===== src/rte_pkg.sv =====
`timescale 1ns / 1ps

package rte_pkg;

  // command codes
  localparam logic [1:0] CMD_INSERT   = 2'd0;
  localparam logic [1:0] CMD_ACTIVATE = 2'd1;
  localparam logic [1:0] CMD_LOOKUP   = 2'd2;
  localparam logic [1:0] CMD_TICK     = 2'd3;

  // status codes
  localparam logic [2:0] ST_OK       = 3'd0;
  localparam logic [2:0] ST_DUP      = 3'd1;
  localparam logic [2:0] ST_FULL     = 3'd2;
  localparam logic [2:0] ST_NOTFOUND = 3'd3;
  localparam logic [2:0] ST_ACTIVE   = 3'd4;

  localparam logic [7:0] REROUTE_MAX = 8'hFF;

  typedef struct packed {
    logic [1:0]  cmd;
    logic [31:0] old_dest;
    logic [31:0] new_dest;
    logic [15:0] lifetime;
    logic [7:0]  reroute_in;
  } req_t;

  typedef struct packed {
    logic [2:0]  status;
    logic [31:0] dest_out;
    logic        rerouted;
    logic [7:0]  reroute_out;
  } res_t;

  // search state handed from cell to cell
  typedef struct packed {
    logic        hit;
    logic        hit_active;
    logic [31:0] hit_target;
    logic        free_seen;
  } scan_t;

  // table update broadcast to every cell at the end of a search
  typedef struct packed {
    logic insert_en;
    logic activate_en;
    logic tick_en;
  } commit_t;

endpackage


===== src/rte_cell.sv =====
`timescale 1ns / 1ps

module rte_cell (
  input  logic             clk_i,
  input  logic             rst_ni,
  input  logic             go_i,
  input  rte_pkg::scan_t   scan_i,
  output logic             go_o,
  output rte_pkg::scan_t   scan_o,
  input  logic [31:0]      key_i,
  input  logic [31:0]      target_i,
  input  logic [15:0]      lifetime_i,
  input  rte_pkg::commit_t commit_i
);

  logic        valid_q, valid_d;
  logic        active_q, active_d;
  logic [31:0] key_q;
  logic [31:0] target_q;
  logic [15:0] remaining_q;
  logic        go_q;
  rte_pkg::scan_t scan_q, scan_d;
  logic        own_match_q;
  logic        first_free_q;
  logic        match;
  logic        write_en;
  logic        expire;

  assign match    = valid_q && (key_q == key_i);
  assign write_en = commit_i.insert_en && first_free_q;
  assign expire   = commit_i.tick_en && valid_q && (remaining_q <= 16'd1);

  always_comb begin
    scan_d = scan_i;
    if (match && !scan_i.hit) begin
      scan_d.hit        = 1'b1;
      scan_d.hit_active = active_q;
      scan_d.hit_target = target_q;
    end
    scan_d.free_seen = scan_i.free_seen || !valid_q;
  end

  always_comb begin
    valid_d  = valid_q;
    active_d = active_q;
    if (write_en) begin
      valid_d  = 1'b1;
      active_d = 1'b0;
    end else if (expire) begin
      valid_d  = 1'b0;
      active_d = 1'b0;
    end else if (commit_i.activate_en && own_match_q) begin
      active_d = 1'b1;
    end
  end

  always_ff @(posedge clk_i or negedge rst_ni) begin
    if (!rst_ni) begin
      valid_q  <= 1'b0;
      active_q <= 1'b0;
      go_q     <= 1'b0;
    end else begin
      valid_q  <= valid_d;
      active_q <= active_d;
      go_q     <= go_i;
    end
  end

  always_ff @(posedge clk_i) begin
    if (go_i) begin
      scan_q       <= scan_d;
      own_match_q  <= match && !scan_i.hit;
      first_free_q <= !valid_q && !scan_i.free_seen;
    end
    if (write_en) begin
      key_q       <= key_i;
      target_q    <= target_i;
      remaining_q <= lifetime_i;
    end else if (commit_i.tick_en && valid_q && !expire) begin
      remaining_q <= remaining_q - 16'd1;
    end
  end

  assign go_o   = go_q;
  assign scan_o = scan_q;

endmodule


===== src/reroute_table_with_expiry.sv =====
`timescale 1ns / 1ps

// channel   direction  signals              transfer when
// request   in         start, busy, req_i   start high and busy low at a rising edge
// result    out        done_o, res_o        done_o high; one cycle, cannot be held off
//
// one item at a time: a request holds the block from its transfer to the
// next possible transfer while the search token walks the row of cells one
// cell per cycle; the result shows in the cycle after the last cell
// reset clears every entry's valid and active flags and the control; no
// clearing pass, the table is usable in the first cycle after reset
// busy stays high from the transfer until the result is registered

module reroute_table_with_expiry #(
  parameter int ENTRIES = 16
) (
  input  logic            clk_i,
  input  logic            rst_ni,
  input  logic            start,
  output logic            busy,
  input  rte_pkg::req_t   req_i,
  output logic            done_o,
  output rte_pkg::res_t   res_o
);

  // request held for the whole search, its fields are broadcast to the cells
  rte_pkg::req_t   req_q;
  logic            busy_q, busy_d;
  logic            launch_q;
  logic            done_q;
  rte_pkg::res_t   res_q, res_d;
  rte_pkg::commit_t commit;
  logic            accept;

  // token chain: index k feeds cell k, index ENTRIES is the row's end
  logic            go_chain   [ENTRIES+1];
  rte_pkg::scan_t  scan_chain [ENTRIES+1];
  logic            scan_done;
  rte_pkg::scan_t  scan_end;

  assign accept = start && !busy_q;

  assign go_chain[0]   = launch_q;
  assign scan_chain[0] = '0;

  for (genvar k = 0; k < ENTRIES; k++) begin : g_cell
    rte_cell u_cell (
      .clk_i      (clk_i),
      .rst_ni     (rst_ni),
      .go_i       (go_chain[k]),
      .scan_i     (scan_chain[k]),
      .go_o       (go_chain[k+1]),
      .scan_o     (scan_chain[k+1]),
      .key_i      (req_q.old_dest),
      .target_i   (req_q.new_dest),
      .lifetime_i (req_q.lifetime),
      .commit_i   (commit)
    );
  end

  assign scan_done = go_chain[ENTRIES];
  assign scan_end  = scan_chain[ENTRIES];

  // decide result and table update once the token leaves the last cell
  always_comb begin
    res_d  = '0;
    commit = '0;
    unique case (req_q.cmd)
      rte_pkg::CMD_INSERT: begin
        if (scan_end.hit) begin
          res_d.status = rte_pkg::ST_DUP;
        end else if (!scan_end.free_seen) begin
          res_d.status = rte_pkg::ST_FULL;
        end else begin
          commit.insert_en = scan_done;
        end
      end
      rte_pkg::CMD_ACTIVATE: begin
        if (!scan_end.hit) begin
          res_d.status = rte_pkg::ST_NOTFOUND;
        end else if (scan_end.hit_active) begin
          res_d.status = rte_pkg::ST_ACTIVE;
        end else begin
          commit.activate_en = scan_done;
        end
      end
      rte_pkg::CMD_LOOKUP: begin
        if (scan_end.hit && scan_end.hit_active) begin
          res_d.dest_out    = scan_end.hit_target;
          res_d.rerouted    = 1'b1;
          // saturating bump of the reroute count
          res_d.reroute_out = (req_q.reroute_in == rte_pkg::REROUTE_MAX) ?
                              rte_pkg::REROUTE_MAX : req_q.reroute_in + 8'd1;
        end else begin
          res_d.dest_out    = req_q.old_dest;
          res_d.reroute_out = req_q.reroute_in;
        end
      end
      rte_pkg::CMD_TICK: begin
        commit.tick_en = scan_done;
      end
      default: begin
        res_d = '0;
      end
    endcase
  end

  always_comb begin
    busy_d = busy_q;
    if (accept) begin
      busy_d = 1'b1;
    end else if (scan_done) begin
      busy_d = 1'b0;
    end
  end

  always_ff @(posedge clk_i or negedge rst_ni) begin
    if (!rst_ni) begin
      busy_q   <= 1'b0;
      launch_q <= 1'b0;
      done_q   <= 1'b0;
    end else begin
      busy_q   <= busy_d;
      launch_q <= accept;
      done_q   <= scan_done;
    end
  end

  // payload registers
  always_ff @(posedge clk_i) begin
    if (accept) begin
      req_q <= req_i;
    end
    if (scan_done) begin
      res_q <= res_d;
    end
  end

  assign busy   = busy_q;
  assign done_o = done_q;
  assign res_o  = res_q;

endmodule


===== config.mk =====
export PLATFORM = sky130hd
export DESIGN_NAME = reroute_table_with_expiry
export DESIGN_NICKNAME = d
export VERILOG_FILES = /design/src/rte_pkg.sv /design/src/rte_cell.sv /design/src/reroute_table_with_expiry.sv
export SDC_FILE = /design/constraint.sdc
export NUM_CORES = 2
export LEC_CHECK = 0
export ABC_CLOCK_PERIOD_IN_PS = 7400
export BUFFER_PORTS_ARGS = -buffer_cell sky130_fd_sc_hd__buf_2
export CORE_MARGIN = 5
export CORE_UTILIZATION = 42
export DETAILED_ROUTE_END_ITERATION = 16
export GPL_TIMING_DRIVEN = 0
export PLACE_DENSITY = 0.66
export SYNTH_ARGS = -nofsm -noshare
export SYNTH_HDL_FRONTEND = slang
export SYNTH_SLANG_ARGS = --single-unit

===== constraint.sdc =====
create_clock -name clk_i -period 7.4 [get_ports clk_i]
set_input_delay 0.74 -clock clk_i [delete_from_list [all_inputs] [get_ports clk_i]]
set_output_delay 0.74 -clock clk_i [all_outputs]
set_load 0.02 [all_outputs]

==> impl_metrics.env <==
export IMPL_yosysMostFrequentCell="edfxtp_1"
export IMPL_overflow=0
export IMPL_grtUsageTotal=0.205
export IMPL_muxShareOfSynthArea=0.0672
export IMPL_hold_viol=0
export IMPL_tns_ns=0
export IMPL_drc=0
export IMPL_dr_total_vias=45000
export IMPL_fillers=16400
export IMPL_grt_setup_unrepaired="no"
export IMPL_drt_iter0_drc=4951
export IMPL_busiest_layer="met2"
export IMPL_cp_start_kind="register"
export IMPL_route_detailed_wl_per_inst_um=26.1
export IMPL_reg2reg_depth=9
export IMPL_clkLatencyLatePin_ns=0.86
export IMPL_gp_congestion=0.890
export IMPL_cts_sinks=2055
export IMPL_netlist_area_leader_share=0.723
export IMPL_final_area_mm2=0.0952
export IMPL_dp_hpwl_um=142000
export IMPL_seq_area_frac_synth=0.739
export IMPL_antenna_found_initial=11
export IMPL_cts_resized=0
export IMPL_syn_nets=5172
export IMPL_ys_types=51
export IMPL_leakage_uw=0.0309
export IMPL_slew_viol_final=0
export IMPL_die_w_um=455
export IMPL_worst_pin_slew_ns=1.33
export IMPL_crit_required_ns=7.98
export IMPL_grt_max_degree=55
export IMPL_synth_common_cells="2004 x edfxtp_1, 488 x mux2_2, 375 x xnor2_1"
export IMPL_vias_per_cell=5.43
export IMPL_status="completed"
export IMPL_die_area_mm2=0.207
export IMPL_wirelength_um=216000
export IMPL_cts_max_level=4
export IMPL_met1_usage=0.266
export IMPL_maxSlewHeadroom=0.0975
export IMPL_drv_cap=0
export IMPL_placed_area_mm2=0.0884
export IMPL_grt_pass1_wl_um=307000
export IMPL_fp_dieH_um=455
export IMPL_grt_use_met2=0.339
export IMPL_cp_arrival_ns=5.28
export IMPL_synth_edf_count=2004
export IMPL_tritoncts="done"
export IMPL_core_area_mm2=0.197
export IMPL_period_needed_ns=4.70
export IMPL_vdd_drop_max_uv=228
export IMPL_hold_path_class="in -> reg"
export IMPL_worst_hold_path_num_cells=1
export IMPL_end_kind="register"
export IMPL_rows=163
export IMPL_synth_top_family_by_area="XOR/XNOR gates"
export IMPL_io_pins=139
export IMPL_synthTopCellsByArea="edfxtp_1 72%, mux2_2 6.6%, xnor2_1 3.9%"
export IMPL_drive_above_1_share=0.212
export IMPL_first_pass_iters=7
export IMPL_final_setup_viol_count=0
export IMPL_use_met3=0.0348
export IMPL_synthFlopType="edfxtp_1"
export IMPL_syn_area_mm2=0.0832
export IMPL_worst_setup_path_type="reg -> reg"
export IMPL_synth_compound_area_frac=0.0261
export IMPL_synthCells=5046
export IMPL_skew_ns=0.0763
export IMPL_clockBufferDepth=3
export IMPL_fin_nets=5586
export IMPL_synth_adder_area_share=0.00496
export IMPL_root_buffer="clkbuf_16"
export IMPL_syn_avg_cell_area_um2=16.5
export IMPL_syn_to_final_growth_pct=14.4
export IMPL_synth_warnings=0
export IMPL_ys_ff_latch=2055
export IMPL_async_flop_share=0.0248
export IMPL_fmax_mhz=213
export IMPL_synthSimpleGateAreaFrac=0.0665
export IMPL_grt_pass1_vias=44000
export IMPL_cts_reportedPaths_clkPinSlew_ns=0.06
export IMPL_final_antenna_net_count=0
export IMPL_worstPathMaxFanout=17
export IMPL_initial_core_util=0.422
export IMPL_yosys_area_top_type="edfxtp_1"
export IMPL_power_uw=28000
export IMPL_synth_xor_area_frac=0.0746
export IMPL_cts_made_buffers=207
export IMPL_port_buffers=138
export IMPL_power_density_mw_per_mm2=294
export IMPL_fin_crit_sh=0.635
-- state kept, by name, summed over array words and instances, names as in the netlist --
signal / count
busy: 1
done_o: 1
g_cell.u_cell.active_q: 16
g_cell.u_cell.first_free_q: 15
g_cell.u_cell.go_o: 16
g_cell.u_cell.key_q: 512
g_cell.u_cell.own_match_q: 16
g_cell.u_cell.remaining_q: 256
g_cell.u_cell.scan_o: 559
g_cell.u_cell.target_q: 512
g_cell.u_cell.valid_q: 16
launch_q: 1
req_q: 90
res_o: 44
-- final timing paths --
path,start,to,slack [ns]
max,req_q[65],g_cell[4].u_cell.scan_o[9],2.70
min,req_i[20],req_q[20],0.06
max reg2reg,req_q[65],g_cell[4].u_cell.scan_o[9],2.70
min reg2reg,g_cell[14].u_cell.target_q[5],g_cell[14].u_cell.scan_o[6],0.49
max in group asynchronous,rst_ni,g_cell[9].u_cell.go_o,6.28
min in group asynchronous,rst_ni,busy,0.49
-- cell usage in the layout, fill, tap and decap left out, types with 43 or more instances in the layout --
cell	Yosys	final
edfxtp_1	2004	2004
mux2_2	488	488
xnor2_1	375	375
nor2_1	369	369
xor2_1	334	334
a21oi_1	278	278
clkbuf_16	0	207
nand2_1	193	193
buf_2	11	149
clkbuf_1	68	119
nor4_1	118	118
buf_6	78	94
nor3_1	92	91
nand4_1	51	51
clkinv_1	0	43
-- power breakdown --
part | leakage (uW) | internal, uW | total (uW) | switching, uW
Clock | 0.00324 | 5740 | 10200 | 4510
Combinational | 0.00877 | 966 | 2630 | 1660
Sequential | 0.0189 | 14200 | 15100 | 941
Total | 0.0309 | 20900 | 28000 | 7110
-- kinds of logic (layout without fill, tap and decap cells) --
family,after synthesis,count (layout)
simple gates,1076,1076
other cells,0,15
fa+ha+maj,33,33
mux,497,497
flops,2055,2055
compound gates,393,393
buf+inv,283,869
xor+xnor,709,709
-- area by class of cell --
type | count | area [um2] | share of cell area
tap | 2640 | 3300 | 0.0347
sequential | 2055 | 61500 | 0.646
inverter | 56 | 250 | 0.00263
clock inverter | 118 | 1230 | 0.0130
buffer | 227 | 1620 | 0.0171
clock buffer | 263 | 5440 | 0.0572
antenna | 15 | 37.5 | 0.000394
multi-input combinational | 2708 | 20000 | 0.210
timing repair buffer | 205 | 1860 | 0.0196
-- metrics by stage --
stage | hold slack [ns] | util | std cells | setup slack (ns)
2_1_floorplan | 0.444 | - | 5046 | 2.13
3_3_place_gp | 0.500 | 0.442 | 7824 | -2.34
3_5_place_dp | 0.479 | 0.448 | 7880 | 2.76
4_1_cts | 0.000510 | 0.482 | 8271 | 2.70
5_1_grt | 0.0197 | 0.483 | 8283 | 2.54
6_report | 0.0561 | 0.483 | 8287 | 2.70
-- worst max-delay path, stage by stage (launching register included) --
cell	delay, ns
edfxtp_1	1.14
buf_2	0.55
buf_4	0.41
xor2_1	0.12
nor4_1	0.82
nand2_1	0.16
and4b_1	0.34
buf_4	0.32
buf_6	0.21
mux2_2	0.36
-- per-layer routing --
layer | up-vias | wire (um)
met5 | - | 27
met3 | 432 | 18100
met4 | 4 | 11300
met1 | 22800 | 82500
met2 | 2053 | 104000
li1 | 19700 | -
-- what timing repair did --
| action | 4_1_cts | 5_1_grt |
|---|---|---|
| buffers inserted | 0 | 0 |
| hold buffers | 10 | 1 |
| hold endpoints to repair | 10 | 10 |
Note: power is estimated with default switching activity, not from simulation.
